[src/tls13_hello_parser_unit_assert.svh]
// ----------------------------------------------------------------------------
// tls13 hello parser assertion macros
// shared concurrent check forms, clocked on i_clk, held off while in reset
// ----------------------------------------------------------------------------
`ifndef TLS13_HELLO_PARSER_UNIT_ASSERT_SVH
`define TLS13_HELLO_PARSER_UNIT_ASSERT_SVH

// same-cycle implication
`define TLSH_ASSERT_HOLD(label, ante, cons) \
    label: assert property (@(posedge i_clk) disable iff (!i_rst_n) (ante) |-> (cons)) \
        else $error("tlsh check failed");

// next-cycle implication
`define TLSH_ASSERT_NEXT(label, ante, cons) \
    label: assert property (@(posedge i_clk) disable iff (!i_rst_n) (ante) |=> (cons)) \
        else $error("tlsh check failed");

`endif

[src/tlsh_pkg.sv]
// ----------------------------------------------------------------------------
// tlsh_pkg
// types and fixed constants of the tls 1.3 hello parser
// ----------------------------------------------------------------------------
package tlsh_pkg;

    localparam logic [5:0]  RANDOM_BYTES = 6'd32;
    localparam logic [24:0] OFFSET_MAX   = 25'h1FFFFFF;
    localparam int          FIFO_DEPTH   = 4;
    localparam int          FIFO_AW      = 2;

    // handshake type bytes
    localparam logic [7:0]  HS_CLIENT_HELLO = 8'd1;
    localparam logic [7:0]  HS_SERVER_HELLO = 8'd2;

    typedef logic [FIFO_AW:0] t_count;

    typedef enum logic [4:0] {
        PH_TYPE, PH_BLEN, PH_VER, PH_RAND, PH_SIDLEN, PH_SID, PH_SSUITE, PH_SCOMP,
        PH_CSLEN, PH_CS, PH_COMPLEN, PH_COMP, PH_EXTLEN, PH_ETYPE, PH_ELEN,
        PH_EDATA, PH_DONE
    } t_phase;

    typedef enum logic [2:0] {
        K_VERSION, K_RANDOM, K_SESSION, K_SUITE, K_EXT, K_ACCEPT, K_REJECT
    } t_kind;

    typedef struct packed {
        t_kind        kind;
        logic [15:0]  value;
        logic [5:0]   index;
        logic [15:0]  len;
        logic [24:0]  off;
        logic         last;
    } t_result;

    typedef struct packed {
        logic field_v;
        logic verdict_v;
    } t_push_ctl;

endpackage

[src/tlsh_core.sv]
// ----------------------------------------------------------------------------
// tlsh_core
// per-byte parse state and result generation, one byte per accepted beat
// ----------------------------------------------------------------------------
`include "tls13_hello_parser_unit_assert.svh"

module tlsh_core #(
    parameter int MAX_SUITES     = 64,
    parameter int MAX_EXTENSIONS = 32,
    parameter int SESSION_ID_MAX = 32
) (
    input  logic               i_clk,
    input  logic               i_rst_n,
    input  logic               i_cfg_we,
    input  logic               i_cfg_data,
    input  logic               i_accept,
    input  logic [7:0]         i_msg_byte,
    input  logic               i_last_byte,
    output tlsh_pkg::t_push_ctl o_ctl,
    output tlsh_pkg::t_result  o_field,
    output tlsh_pkg::t_result  o_verdict
);
    import tlsh_pkg::*;

    localparam int SW = $clog2(MAX_SUITES + 1);
    localparam int EW = $clog2(MAX_EXTENSIONS + 1);
    localparam logic [7:0]    SID_MAX_B = 8'(SESSION_ID_MAX);
    localparam logic [SW-1:0] SUITE_LIM = SW'(MAX_SUITES);
    localparam logic [EW-1:0] EXT_LIM   = EW'(MAX_EXTENSIONS);

    logic          r_server;
    t_phase        r_phase,  n_phase;
    logic [23:0]   r_body,   n_body;
    logic [15:0]   r_vec,    n_vec;
    logic [15:0]   r_inner,  n_inner;
    logic [23:0]   r_shift,  n_shift;
    logic [5:0]    r_cnt,    n_cnt;
    logic [SW-1:0] r_suite,  n_suite;
    logic [EW-1:0] r_ext,    n_ext;
    logic [24:0]   r_off,    n_off;
    logic          r_failed, n_failed;

    logic [23:0] g_shift;
    logic [5:0]  g_cnt;
    logic [15:0] g_val;
    logic        in_body, in_ext, stop, ok;
    t_result     fld;
    logic        fld_v;

    assign g_shift = {r_shift[15:0], i_msg_byte};
    assign g_cnt   = r_cnt + 6'd1;
    assign g_val   = g_shift[15:0];
    assign in_body = (r_phase != PH_TYPE) && (r_phase != PH_BLEN);
    assign in_ext  = (r_phase == PH_ETYPE) || (r_phase == PH_ELEN) || (r_phase == PH_EDATA);

    always_comb begin
        n_phase  = r_phase;
        n_body   = r_body;
        n_vec    = r_vec;
        n_inner  = r_inner;
        n_shift  = r_shift;
        n_cnt    = r_cnt;
        n_suite  = r_suite;
        n_ext    = r_ext;
        n_off    = r_off;
        n_failed = r_failed;
        fld      = '0;
        fld_v    = 1'b0;
        stop     = 1'b0;
        ok       = 1'b0;

        if (!r_failed) begin
            // body and extension-list budget checks come before the field logic
            if (in_body) begin
                if (r_phase == PH_DONE || r_body == 24'd0) begin
                    n_failed = 1'b1;
                    stop     = 1'b1;
                end else begin
                    n_body = r_body - 24'd1;
                end
            end
            if (!stop && in_ext) begin
                if (r_vec == 16'd0) begin
                    n_failed = 1'b1;
                    stop     = 1'b1;
                end else begin
                    n_vec = r_vec - 16'd1;
                end
            end
            if (!stop) begin
                case (r_phase)
                    PH_TYPE: begin
                        if (i_msg_byte != (r_server ? HS_SERVER_HELLO : HS_CLIENT_HELLO))
                            n_failed = 1'b1;
                        n_phase = PH_BLEN;
                    end
                    PH_BLEN: begin
                        n_shift = g_shift;
                        n_cnt   = g_cnt;
                        if (g_cnt >= 6'd3) begin
                            n_body  = g_shift;
                            n_shift = '0;
                            n_cnt   = '0;
                            n_phase = PH_VER;
                        end
                    end
                    PH_VER: begin
                        n_shift = g_shift;
                        n_cnt   = g_cnt;
                        if (g_cnt >= 6'd2) begin
                            n_shift   = '0;
                            n_cnt     = '0;
                            n_phase   = PH_RAND;
                            fld_v     = 1'b1;
                            fld.kind  = K_VERSION;
                            fld.value = g_val;
                        end
                    end
                    PH_RAND: begin
                        fld_v     = 1'b1;
                        fld.kind  = K_RANDOM;
                        fld.value = {8'd0, i_msg_byte};
                        fld.index = r_cnt;
                        n_cnt     = g_cnt;
                        if (g_cnt >= RANDOM_BYTES) begin
                            n_cnt   = '0;
                            n_phase = PH_SIDLEN;
                        end
                    end
                    PH_SIDLEN: begin
                        if (i_msg_byte > SID_MAX_B || {16'd0, i_msg_byte} > n_body) begin
                            n_failed = 1'b1;
                        end else begin
                            n_vec = {8'd0, i_msg_byte};
                            n_cnt = '0;
                            if (i_msg_byte == 8'd0) begin
                                n_phase = r_server ? PH_SSUITE : PH_CSLEN;
                            end else begin
                                n_phase = PH_SID;
                            end
                        end
                    end
                    PH_SID: begin
                        fld_v     = 1'b1;
                        fld.kind  = K_SESSION;
                        fld.value = {8'd0, i_msg_byte};
                        fld.index = r_cnt;
                        n_cnt     = g_cnt;
                        n_vec     = r_vec - 16'd1;
                        if (n_vec == 16'd0) begin
                            n_cnt   = '0;
                            n_phase = r_server ? PH_SSUITE : PH_CSLEN;
                        end
                    end
                    PH_SSUITE: begin
                        n_shift = g_shift;
                        n_cnt   = g_cnt;
                        if (g_cnt >= 6'd2) begin
                            n_shift   = '0;
                            n_cnt     = '0;
                            n_suite   = SW'(1);
                            n_phase   = PH_SCOMP;
                            fld_v     = 1'b1;
                            fld.kind  = K_SUITE;
                            fld.value = g_val;
                        end
                    end
                    PH_SCOMP: begin
                        if (i_msg_byte != 8'd0) n_failed = 1'b1;
                        else                    n_phase  = PH_EXTLEN;
                    end
                    PH_CSLEN: begin
                        n_shift = g_shift;
                        n_cnt   = g_cnt;
                        if (g_cnt >= 6'd2) begin
                            n_shift = '0;
                            n_cnt   = '0;
                            if ({8'd0, g_val} > n_body) begin
                                n_failed = 1'b1;
                            end else begin
                                n_vec   = g_val;
                                n_suite = '0;
                                n_phase = (g_val == 16'd0) ? PH_COMPLEN : PH_CS;
                            end
                        end
                    end
                    PH_CS: begin
                        n_vec   = r_vec - 16'd1;
                        n_shift = g_shift;
                        n_cnt   = g_cnt;
                        if (g_cnt >= 6'd2) begin
                            n_shift = '0;
                            n_cnt   = '0;
                            if (r_suite < SUITE_LIM) begin
                                fld_v     = 1'b1;
                                fld.kind  = K_SUITE;
                                fld.value = g_val;
                                fld.index = 6'(r_suite);
                                n_suite   = SW'(r_suite + 1'b1);
                            end
                        end
                        if (n_vec == 16'd0) begin
                            // odd list length leaves half a suite behind
                            if (n_cnt != 6'd0) begin
                                n_failed = 1'b1;
                                fld_v    = 1'b0;
                            end else begin
                                n_phase = PH_COMPLEN;
                            end
                        end
                    end
                    PH_COMPLEN: begin
                        if (i_msg_byte != 8'd1) n_failed = 1'b1;
                        else                    n_phase  = PH_COMP;
                    end
                    PH_COMP: begin
                        if (i_msg_byte != 8'd0) n_failed = 1'b1;
                        else                    n_phase  = PH_EXTLEN;
                    end
                    PH_EXTLEN: begin
                        n_shift = g_shift;
                        n_cnt   = g_cnt;
                        if (g_cnt >= 6'd2) begin
                            n_shift = '0;
                            n_cnt   = '0;
                            if ({8'd0, g_val} > n_body) begin
                                n_failed = 1'b1;
                            end else begin
                                n_vec   = g_val;
                                n_ext   = '0;
                                n_phase = (g_val == 16'd0) ? PH_DONE : PH_ETYPE;
                            end
                        end
                    end
                    PH_ETYPE: begin
                        n_shift = g_shift;
                        n_cnt   = g_cnt;
                        if (g_cnt >= 6'd2) begin
                            n_inner = g_val;
                            n_shift = '0;
                            n_cnt   = '0;
                            n_phase = PH_ELEN;
                        end
                    end
                    PH_ELEN: begin
                        n_shift = g_shift;
                        n_cnt   = g_cnt;
                        if (g_cnt >= 6'd2) begin
                            n_shift = '0;
                            n_cnt   = '0;
                            if (g_val > n_vec || r_ext >= EXT_LIM) begin
                                n_failed = 1'b1;
                            end else begin
                                fld_v     = 1'b1;
                                fld.kind  = K_EXT;
                                fld.value = r_inner;
                                fld.index = 6'(r_ext);
                                fld.len   = g_val;
                                fld.off   = r_off + 25'd1;
                                n_ext     = EW'(r_ext + 1'b1);
                                n_inner   = g_val;
                                if (g_val == 16'd0) begin
                                    n_phase = (n_vec == 16'd0) ? PH_DONE : PH_ETYPE;
                                end else begin
                                    n_phase = PH_EDATA;
                                end
                            end
                        end
                    end
                    PH_EDATA: begin
                        if (r_inner != 16'd0) n_inner = r_inner - 16'd1;
                        if (n_inner == 16'd0) begin
                            n_phase = (n_vec == 16'd0) ? PH_DONE : PH_ETYPE;
                        end
                    end
                    default: begin
                        n_failed = 1'b1;
                    end
                endcase
            end
        end

        if (i_last_byte) begin
            ok       = !n_failed && (n_phase == PH_DONE) && (n_body == 24'd0);
            n_phase  = PH_TYPE;
            n_body   = '0;
            n_vec    = '0;
            n_inner  = '0;
            n_shift  = '0;
            n_cnt    = '0;
            n_suite  = '0;
            n_ext    = '0;
            n_off    = '0;
            n_failed = 1'b0;
        end else if (r_off != OFFSET_MAX) begin
            n_off = r_off + 25'd1;
        end
    end

    always_comb begin
        o_field           = fld;
        o_verdict         = '0;
        o_verdict.kind    = ok ? K_ACCEPT : K_REJECT;
        o_verdict.last    = 1'b1;
        o_ctl.field_v     = i_accept && fld_v;
        o_ctl.verdict_v   = i_accept && i_last_byte;
    end

    always_ff @(posedge i_clk) begin
        if (!i_rst_n) begin
            r_server <= 1'b0;
        end else if (i_cfg_we) begin
            r_server <= i_cfg_data;
        end
    end

    always_ff @(posedge i_clk) begin
        if (!i_rst_n) begin
            r_phase  <= PH_TYPE;
            r_body   <= '0;
            r_vec    <= '0;
            r_inner  <= '0;
            r_shift  <= '0;
            r_cnt    <= '0;
            r_suite  <= '0;
            r_ext    <= '0;
            r_off    <= '0;
            r_failed <= 1'b0;
        end else if (i_accept) begin
            r_phase  <= n_phase;
            r_body   <= n_body;
            r_vec    <= n_vec;
            r_inner  <= n_inner;
            r_shift  <= n_shift;
            r_cnt    <= n_cnt;
            r_suite  <= n_suite;
            r_ext    <= n_ext;
            r_off    <= n_off;
            r_failed <= n_failed;
        end
    end

    `TLSH_ASSERT_NEXT(a_last_restarts, i_accept && i_last_byte, r_phase == PH_TYPE && !r_failed)
    `TLSH_ASSERT_HOLD(a_no_field_after_fail, o_ctl.field_v, !r_failed)

endmodule

[src/tlsh_fifo.sv]
// ----------------------------------------------------------------------------
// tlsh_fifo
// small result queue, takes up to two beats per cycle, drains one
// ----------------------------------------------------------------------------
`include "tls13_hello_parser_unit_assert.svh"

module tlsh_fifo (
    input  logic                i_clk,
    input  logic                i_rst_n,
    input  tlsh_pkg::t_push_ctl i_ctl,
    input  tlsh_pkg::t_result   i_field,
    input  tlsh_pkg::t_result   i_verdict,
    input  logic                i_pop,
    output logic                o_room2,
    output logic                o_valid,
    output tlsh_pkg::t_result   o_head
);
    import tlsh_pkg::*;

    localparam t_count DEPTH_C = t_count'(FIFO_DEPTH);

    t_result            r_mem [FIFO_DEPTH];
    logic [FIFO_AW-1:0] r_wr, r_rd;
    t_count             r_count, n_count;
    t_count             push_n;

    assign push_n  = t_count'(i_ctl.field_v) + t_count'(i_ctl.verdict_v);
    assign n_count = r_count + push_n - t_count'(i_pop);
    assign o_room2 = r_count <= (DEPTH_C - t_count'(2));
    assign o_valid = r_count != '0;
    assign o_head  = r_mem[r_rd];

    always_ff @(posedge i_clk) begin
        if (i_ctl.field_v) begin
            r_mem[r_wr] <= i_field;
            if (i_ctl.verdict_v) r_mem[r_wr + 1'b1] <= i_verdict;
        end else if (i_ctl.verdict_v) begin
            r_mem[r_wr] <= i_verdict;
        end
    end

    always_ff @(posedge i_clk) begin
        if (!i_rst_n) begin
            r_wr    <= '0;
            r_rd    <= '0;
            r_count <= '0;
        end else begin
            r_wr    <= r_wr + FIFO_AW'(push_n);
            r_rd    <= r_rd + FIFO_AW'(i_pop);
            r_count <= n_count;
        end
    end

    `TLSH_ASSERT_HOLD(a_count_range, 1'b1, r_count <= DEPTH_C)
    `TLSH_ASSERT_HOLD(a_no_overflow, push_n != '0, push_n <= DEPTH_C - r_count)

endmodule

[src/tls13_hello_parser_unit.sv]
// ----------------------------------------------------------------------------
// tls13_hello_parser_unit
// streaming tls 1.3 clienthello / serverhello parser, one byte per beat
// ----------------------------------------------------------------------------
// Feed a handshake message one byte per input beat, with i_last_byte high on
// its final byte. A byte is taken every cycle while o_in_ready is high; its
// result beats (version, random bytes, session id bytes, suites, extension
// headers, and the accept/reject verdict on the final byte) appear on the
// output channel in order, from a registered queue. The parse state updates
// once per accepted byte. Most bytes give zero or one result beat; a final
// byte that also completes a field gives two, which the output side sends in
// turn. Results wait in a four-entry queue; the input is held off only while
// that queue cannot take two more beats, i.e. only when the consumer stalls.
// i_cfg_data selects serverhello (1) or clienthello (0) parsing and is written
// whenever i_cfg_we is high; change it only between messages.
// ----------------------------------------------------------------------------
module tls13_hello_parser_unit #(
    parameter int MAX_SUITES     = 64,
    parameter int MAX_EXTENSIONS = 32,
    parameter int SESSION_ID_MAX = 32
) (
    input  logic        i_clk,
    input  logic        i_rst_n,
    // configuration
    input  logic        i_cfg_we,
    input  logic        i_cfg_data,
    // byte input channel
    input  logic        i_in_valid,
    output logic        o_in_ready,
    input  logic [7:0]  i_msg_byte,
    input  logic        i_last_byte,
    // result channel
    output logic        o_out_valid,
    input  logic        i_out_ready,
    output logic [2:0]  o_result_kind,
    output logic [15:0] o_field_value,
    output logic [5:0]  o_item_index,
    output logic [15:0] o_ext_length,
    output logic [24:0] o_ext_offset,
    output logic        o_last_result
);
    import tlsh_pkg::*;

    t_push_ctl push_ctl;
    t_result   res_field;
    t_result   res_verdict;
    t_result   head;
    logic      accept;
    logic      room2;

    // input beat taken only when the queue has space for a worst-case pair
    assign o_in_ready = room2;
    assign accept     = i_in_valid && room2;

    tlsh_core #(
        .MAX_SUITES     (MAX_SUITES),
        .MAX_EXTENSIONS (MAX_EXTENSIONS),
        .SESSION_ID_MAX (SESSION_ID_MAX)
    ) u_core (
        .i_clk       (i_clk),
        .i_rst_n     (i_rst_n),
        .i_cfg_we    (i_cfg_we),
        .i_cfg_data  (i_cfg_data),
        .i_accept    (accept),
        .i_msg_byte  (i_msg_byte),
        .i_last_byte (i_last_byte),
        .o_ctl       (push_ctl),
        .o_field     (res_field),
        .o_verdict   (res_verdict)
    );

    // field beat is queued ahead of the verdict of the same byte
    tlsh_fifo u_fifo (
        .i_clk     (i_clk),
        .i_rst_n   (i_rst_n),
        .i_ctl     (push_ctl),
        .i_field   (res_field),
        .i_verdict (res_verdict),
        .i_pop     (o_out_valid && i_out_ready),
        .o_room2   (room2),
        .o_valid   (o_out_valid),
        .o_head    (head)
    );

    assign o_result_kind = head.kind;
    assign o_field_value = head.value;
    assign o_item_index  = head.index;
    assign o_ext_length  = head.len;
    assign o_ext_offset  = head.off;
    assign o_last_result = head.last;

endmodule
[config.mk]
export PLATFORM = sky130hd
export DESIGN_NAME = tls13_hello_parser_unit
export DESIGN_NICKNAME = d
export VERILOG_FILES = /design/src/tlsh_pkg.sv /design/src/tlsh_core.sv /design/src/tlsh_fifo.sv /design/src/tls13_hello_parser_unit.sv
export VERILOG_INCLUDE_DIRS = /design/src /design/src/src
export SDC_FILE = /design/constraint.sdc
export NUM_CORES = 1
export LEC_CHECK = 0
export BUFFER_PORTS_ARGS = -buffer_cell sky130_fd_sc_hd__buf_2
export CORE_ASPECT_RATIO = 0.5
export CORE_UTILIZATION = 51
export CTS_BUF_LIST = sky130_fd_sc_hd__clkbuf_8
export DETAILED_ROUTE_END_ITERATION = 12
export GPL_TIMING_DRIVEN = 0
export PLACE_DENSITY_LB_ADDON = 0.08
export SLEW_MARGIN = 5
export SYNTH_ARGS = -nofsm -noshare
export SYNTH_HDL_FRONTEND = slang
export SYNTH_SLANG_ARGS = --single-unit
[constraint.sdc]
create_clock -name i_clk -period 7.7 [get_ports i_clk]
set_clock_uncertainty 0.15 [all_clocks]
set_input_delay 0.77 -clock i_clk [delete_from_list [all_inputs] [get_ports i_clk]]
set_output_delay 0.77 -clock i_clk [all_outputs]
set_load 0.02 [all_outputs]
-- Word level (Yosys, flattened, before mapping)
Memories as Yosys holds them, arrays and structs flattened. A register that Yosys moved wholly into a read port is not among the register bits.
Index checks and enable logic that the tools add are counted.
- ROM bits: 0
- latch bits: 0
- bits in registers: 130
- bits in writable memories: 268
- word-level logic and storage cells: 272
- memories kept: 1
- memory list (memory ; words ; width ; read ports ; clocked after Yosys merged registers in ; wr ports ; line ; source):
    u_fifo.r_mem ; 4 ; 67 ; 1 ; 1 ; 2 ; tlsh_fifo.sv:22 ; t_result r_mem [FIFO_DEPTH];
- divide/modulo/power cells: 0
- shifts and indexed selects: 0
- $add $sub $neg: 13
- $mul: 0
- equality and inequality tests: 34
- reduce and logical (&&, ||, !) cells: 50
- bitwise gates (word level): 1
- muxes and demuxes: 149
- order comparisons: 10
- operators by type and width (operator ; number):
    $mux W16 ; 25
    $mux W66 ; 4
    $mux W24 ; 9
    $mux W5 ; 25
    $pmux W19 S6 ; 1
    $mux W6 ; 18
    $pmux W16 S3 ; 2
    $logic_not A16 Y1 ; 5
    $mux W25 ; 3
    $pmux W5 S15 ; 1
    $mux W67 ; 1
    $mux W7 ; 8
    $logic_not A24 Y1 ; 2
    $mux W41 ; 1
    $eq A5 B4 Y1 const B ; 8
    $mux W1 ; 38
    $pmux W6 S6 ; 1
    $pmux W16 S2 ; 1
    $sub A16 B1 Y16 const B ; 2
    $add A25 B1 Y25 const B ; 1
    $ne A25 B25 Y1 const B ; 1
    $gt A16 B24 Y1 ; 1
    $gt A8 B24 Y1 ; 1
    $sub A24 B1 Y24 const B ; 1
    55 further kinds ; 97

-- Longest topological paths before layout
- word-level depth: 23
- mapped depth: 30
- mapped depth without buffers: 26

-- Hierarchy
A second synthesis with hierarchy kept.
- cells, all modules: 2638
- area, all modules: 26446.6 um2
- by module, submodules not included (module ; seq. area each (um2) ; area an instance (um2) ; times used ; cells each):
    tlsh_fifo ; 8187.9 ; 14659.1 ; 1 ; 1030
    tlsh_core ; 2462.4 ; 11775.0 ; 1 ; 1606
    tls13_hello_parser_unit ; 0.0 ; 12.5 ; 1 ; 2

-- Worst setup path before layout
OpenSTA, ideal clock, no wires.
- kind: flip-flop to flip-flop
- start point: register u_core.r_body[0]
- end point: register u_fifo.r_count[2]
- stages on the path, launching flop included: 30
- path buffers: 3
- required time: 7435 ps
- data arrival time: 5681 ps
- setup slack: 1754 ps
- cells stage by stage: dfxtp_1 inv_1 ha_1 or3b_2 nor2_2 nand3_2 nand2_1 buf_2 nor2_1 nand2_1 xor2_1 ha_1 nand4_1 or2_2 nor2_1 nand2_1 o31ai_1 a41o_2 a21boi_1 buf_6 buf_6 o211ai_1 inv_1 ha_1 inv_1 ha_1 fa_1 xor2_1 xnor2_1 and2_1
- cells in the longest elaborated chain, start to end: 20
- elaborated cells on any way between the ends: 23
- those cells by class: add/sub: 3; order compare: 1; mux: 13; reduce/logical: 6
- ends and longest elaborated chain (what ; line ; source):
    start: declaration ; tlsh_core.sv:33 ; logic [23:0] r_body, n_body;
    start signal: assignment ; tlsh_core.sv:331 ; r_body <= n_body;
    $logic_not A24 Y1 * ; tlsh_core.sv:75 ; if (r_phase == PH_DONE || r_body == 24'd0) begin
    $logic_or A1 B1 Y1 * ; tlsh_core.sv:75 ;
    $mux W1 * ; tlsh_core.sv:75 ;
    $mux W1 * ; tlsh_core.sv:74 ; if (in_body) begin
    $mux W1 * ; tlsh_core.sv:72 ; if (!r_failed) begin
    $logic_not A1 Y1 ; tlsh_core.sv:82 ; if (!stop && in_ext) begin
    $logic_and A1 B1 Y1 ; tlsh_core.sv:82 ;
    $mux W16 ; tlsh_core.sv:82 ;
    [4 not listed] ; - ;
    $mux W1 ; tlsh_core.sv:248 ; if (g_cnt >= 6'd2) begin
    $pmux W1 S4 ; tlsh_core.sv:91 ; case (r_phase)
    $mux W1 * ; tlsh_core.sv:90 ; if (!stop) begin
    $mux W1 * ; tlsh_core.sv:72 ;
    $logic_and A1 B1 Y1 * ; tlsh_core.sv:305 ; o_ctl.field_v = i_accept && fld_v;
    $add A1 B1 Y2 * ; tlsh_fifo.sv:27 ; assign push_n = t_count'(i_ctl.field_v) + t_count'(i_ctl.verdict_v);
    $add A3 B3 Y3 * ; tlsh_fifo.sv:28 ; assign n_count = r_count + push_n - t_count'(i_pop);
    $sub A3 B1 Y3 * ; tlsh_fifo.sv:28 ;
    end signal: assignment ; tlsh_fifo.sv:50 ; r_count <= n_count;
    end: declaration ; tlsh_fifo.sv:24 ; t_count r_count, n_count;
Mark *: on every way between the ends. The rest lies on a longest branch, timed or not. The select of a mux whose other input is x is not followed.
A chain may end at the register's enable or synchronous reset.

==> results.json <==
{
  "post-route-period-util_pct": 96.1,
  "power_leakage_nw": 8.96,
  "die_h_um": 147,
  "holdWs_ns": 0.247,
  "syn_nets": 2481,
  "final_common_cell": "dfxtp_1",
  "totalPowerFinal_mw": 5.93,
  "final_util_pct": 58.8,
  "synth-adder-area-share_pct": 2.93,
  "start_util_pct": 52.6,
  "slew_headroom_pct": 21.6,
  "route.detailed.drc": 0,
  "hpwl_mm": 55.7,
  "ys.flop_type": "dfxtp_1",
  "fin_crit_ns": 7.40,
  "antenna_found_initial": 5,
  "clock.fmax_ghz": 0.135,
  "hold_class": "in2reg",
  "cts_root_buf": "clkbuf_8",
  "crit_family": "simple AND/OR/NAND/NOR gates",
  "finalSetupViolations": 0,
  "postCtsHoldBufs": 0,
  "clk_latency_ns": 0.66,
  "synth_mux_area_share_pct": 7.61,
  "status": "finished, final reports clean",
  "gp_congestion": 1.03,
  "synthXorXnorAreaFrac_pct": 3.11,
  "num_io_pins": 84,
  "peakVddDrop_mv": 0.131,
  "wl_mm": 77.2,
  "ys_ff_latch": 398,
  "yosysWarnings": 0,
  "fillers": 3774,
  "cts_tree": "done",
  "maxCapViolations": 0,
  "die_area_mm2": 0.0432,
  "synth-simple-area-share_pct": 19.3,
  "cts_buffer_depth": 3,
  "yosysSeqAreaShare_pct": 37.3,
  "critPathRequiredTime_ns": 8.14,
  "drive_above_1_share_pct": 14.2,
  "regArea_mm2": 0.00805,
  "core_mm2": 0.0411,
  "crit_slowest_cell": "or3b_2",
  "synth-compound-area-share_pct": 25.1,
  "nets": 2621,
  "startpoint_type": "flop",
  "h-tree-depth": 2,
  "design_area_mm2": 0.0241,
  "drt_iter0_drc": 2387,
  "synthArstFlopShare_pct": 0,
  "cp-end-kind": "flop",
  "cts_sinks": 398,
  "grt_pass1_vias": 19000,
  "critical_path.max_fanout": 11,
  "synth_cell_type_count": 105,
  "syn2layout_area_growth_pct": 11.8,
  "multi_input_area_mm2": 0.0126,
  "grt_start_max_net_pins": 17,
  "synth-edff-count": 8,
  "synth_top_family_by_area": "compound AO/OA/AOI/OAI gates",
  "setup_tns_ns": 0,
  "wl_per_cell_um": 24.3,
  "crit_buf_inv": 5,
  "netlist_area_mm2": 0.0216,
  "syn-mean-instance-area_um2": 8.93,
  "critPathMaxStageDelay_ns": 0.55,
  "grt_pass1_wl_mm": 117,
  "fp.dieW_um": 293,
  "clk_pin_slew_ns": 0.07,
  "dpl_cell_area_mm2": 0.0227,
  "postRouteAntennaNets": 0,
  "overflow": 0,
  "grt_usage_pct": 35.2,
  "crit_arrival_ns": 7.84,
  "cts_buffers": 56,
  "core.rowCount": 52,
  "final_cell_mix": "dfxtp_1 (390), nand2_1 (283), a22o_1 (164)",
  "hold_viol_final": 0,
  "slew_violations": 0,
  "worst_slew_pin_slew_ns": 1.18,
  "drtPass1Iterations": 8,
  "portBuffers": 83,
  "n_antenna_cell": 0,
  "powerDensity_mw_per_mm2": 246,
  "worst-setup-path-type": "reg2reg",
  "dr_total_vias": 20400,
  "syn_inst": 2416,
  "via_per_inst": 6.43,
  "rsz0062_at_grt": "true"
}
-- routing by layer --
| layer | wire (um) | global-route usage [%] | vias up |
|---|---|---|---|
| li1 | - | - | 9311 |
| met1 | 34500 | 50.8 | 9919 |
| met2 | 32600 | 52.1 | 997 |
| met3 | 7610 | 7.98 | 173 |
| met4 | 2460 | 11.0 | 2 |
| met5 | 10 | 0 | - |
-- stage by stage --
stage          std cells  worst slack, ns
2_1_floorplan       2416             1.75
3_3_place_gp        3066           -0.511
3_5_place_dp        3066           -0.600
4_1_cts             3172           0.0381
5_1_grt             3171          -0.0333
6_report            3171            0.301
-- worst register-to-register path, cell delays in order (launching register included) --
cell,delay [ns]
dfxtp_1,0.37
inv_1,0.15
ha_1,0.30
or3b_2,0.55
nor2_4,0.29
nand3_2,0.29
nand2_1,0.18
buf_2,0.26
nor2_1,0.11
xnor2_2,0.30
ha_1,0.33
a21oi_1,0.15
nand2_1,0.07
a221oi_1,0.35
o211a_1,0.27
o31ai_1,0.12
a41o_2,0.29
a21boi_2,0.29
buf_6,0.20
buf_6,0.16
o211ai_1,0.19
ha_1,0.50
nor2_1,0.30
nand2_1,0.28
nor2_1,0.38
buf_2,0.36
a22o_1,0.18
-- synth_stat cells, drive strengths merged, types with 11 or more instances --
| library cell | number | share of area, % |
|---|---|---|
| a22oi | 22 | 0.77 |
| nor2 | 142 | 2.5 |
| a21o | 18 | 0.63 |
| nand2b | 20 | 0.59 |
| o22ai | 31 | 0.90 |
| dfxtp | 390 | 36 |
| o31ai | 22 | 0.92 |
| nand4 | 23 | 0.67 |
| and3 | 24 | 0.70 |
| nor3 | 56 | 1.4 |
| nor2b | 25 | 0.72 |
| a211oi | 21 | 0.75 |
| inv | 50 | 0.87 |
| a31oi | 22 | 0.64 |
| xor2 | 23 | 0.93 |
| xnor2 | 51 | 2.1 |
| nand3 | 77 | 1.8 |
| mux4 | 67 | 7.0 |
| o21a | 17 | 0.59 |
| nand3b | 17 | 0.59 |
| nor4 | 37 | 1.3 |
| nand2 | 287 | 5.1 |
| mux2i | 11 | 0.51 |
| a22o | 164 | 6.7 |
| or3 | 29 | 0.84 |
| clkbuf | 131 | 2.3 |
| a21oi | 80 | 2.0 |
| a21boi | 44 | 1.5 |
| o21ai | 207 | 5.0 |
| and2 | 47 | 1.4 |
| buf | 47 | 1.4 |
| ha | 49 | 2.8 |
-- power breakdown --
group	total (mW)	leakage [nW]	internal, mW	switching (mW)
Combinational	1.81	5.01	0.562	1.24
Sequential	2.17	3.22	2.12	0.0501
Clock	1.96	0.722	1.05	0.904
-- registers in the layout (all words and copies together), names as in the netlist --
| name | cells |
|---|---|
| u_fifo.r_mem | 268 |
| u_core.r_off | 25 |
| u_core.r_body | 24 |
| u_core.r_inner | 16 |
| u_core.r_shift | 16 |
| u_core.r_vec | 16 |
| u_core.r_suite | 7 |
| u_core.r_cnt | 6 |
| u_core.r_ext | 6 |
| u_core.r_phase | 5 |
| u_fifo.r_count | 3 |
| u_fifo.r_rd | 2 |
| u_fifo.r_wr | 2 |
| u_core.r_failed | 1 |
| u_core.r_server | 1 |
-- logic make-up (layout without fill, tap and decap cells) --
| kind of cell | after synthesis | after routing |
|---|---|---|
| buffers and inverters | 228 | 416 |
| and+or+nand+nor | 828 | 828 |
| AOI/OAI and AO/OA | 757 | 757 |
| xor gates and xnor gates | 75 | 75 |
| adders and majority gates | 50 | 50 |
| muxes | 80 | 80 |
| DFF | 398 | 398 |
-- path summary, 6_finish.rpt --
| path | from | end | slack (ns) | depth (start not counted) |
|---|---|---|---|---|
| hold / removal | i_cfg_data | u_core.r_server | 0.25 | 3 |
| setup / recovery | u_core.r_body[0] | u_fifo.r_mem[2][35] | 0.30 | 26 |
| setup reg to reg | u_core.r_body[0] | u_fifo.r_mem[2][35] | 0.30 | 26 |
| hold reg to reg | u_fifo.r_mem[1][8] | u_fifo.r_mem[1][8] | 0.30 | 2 |
-- repair_timing --
action / CTS / global route
pin swaps: 0 / 1
endpoints found under the setup margin: 177 / 273
resized for setup: 7 / 27
setup buffers: 0 / 3
-- area by class of cell --
class / count / area share [%]
multi-input combinational: 1790 / 52.2
sequential: 398 / 33.4
clock buffer: 75 / 4.28
buffer: 174 / 3.31
tap: 567 / 2.94
timing repair buffer: 86 / 1.87
clock inverter: 31 / 1.23
inverter: 50 / 0.778
No activity file was read; power rests on OpenSTA's default activity.
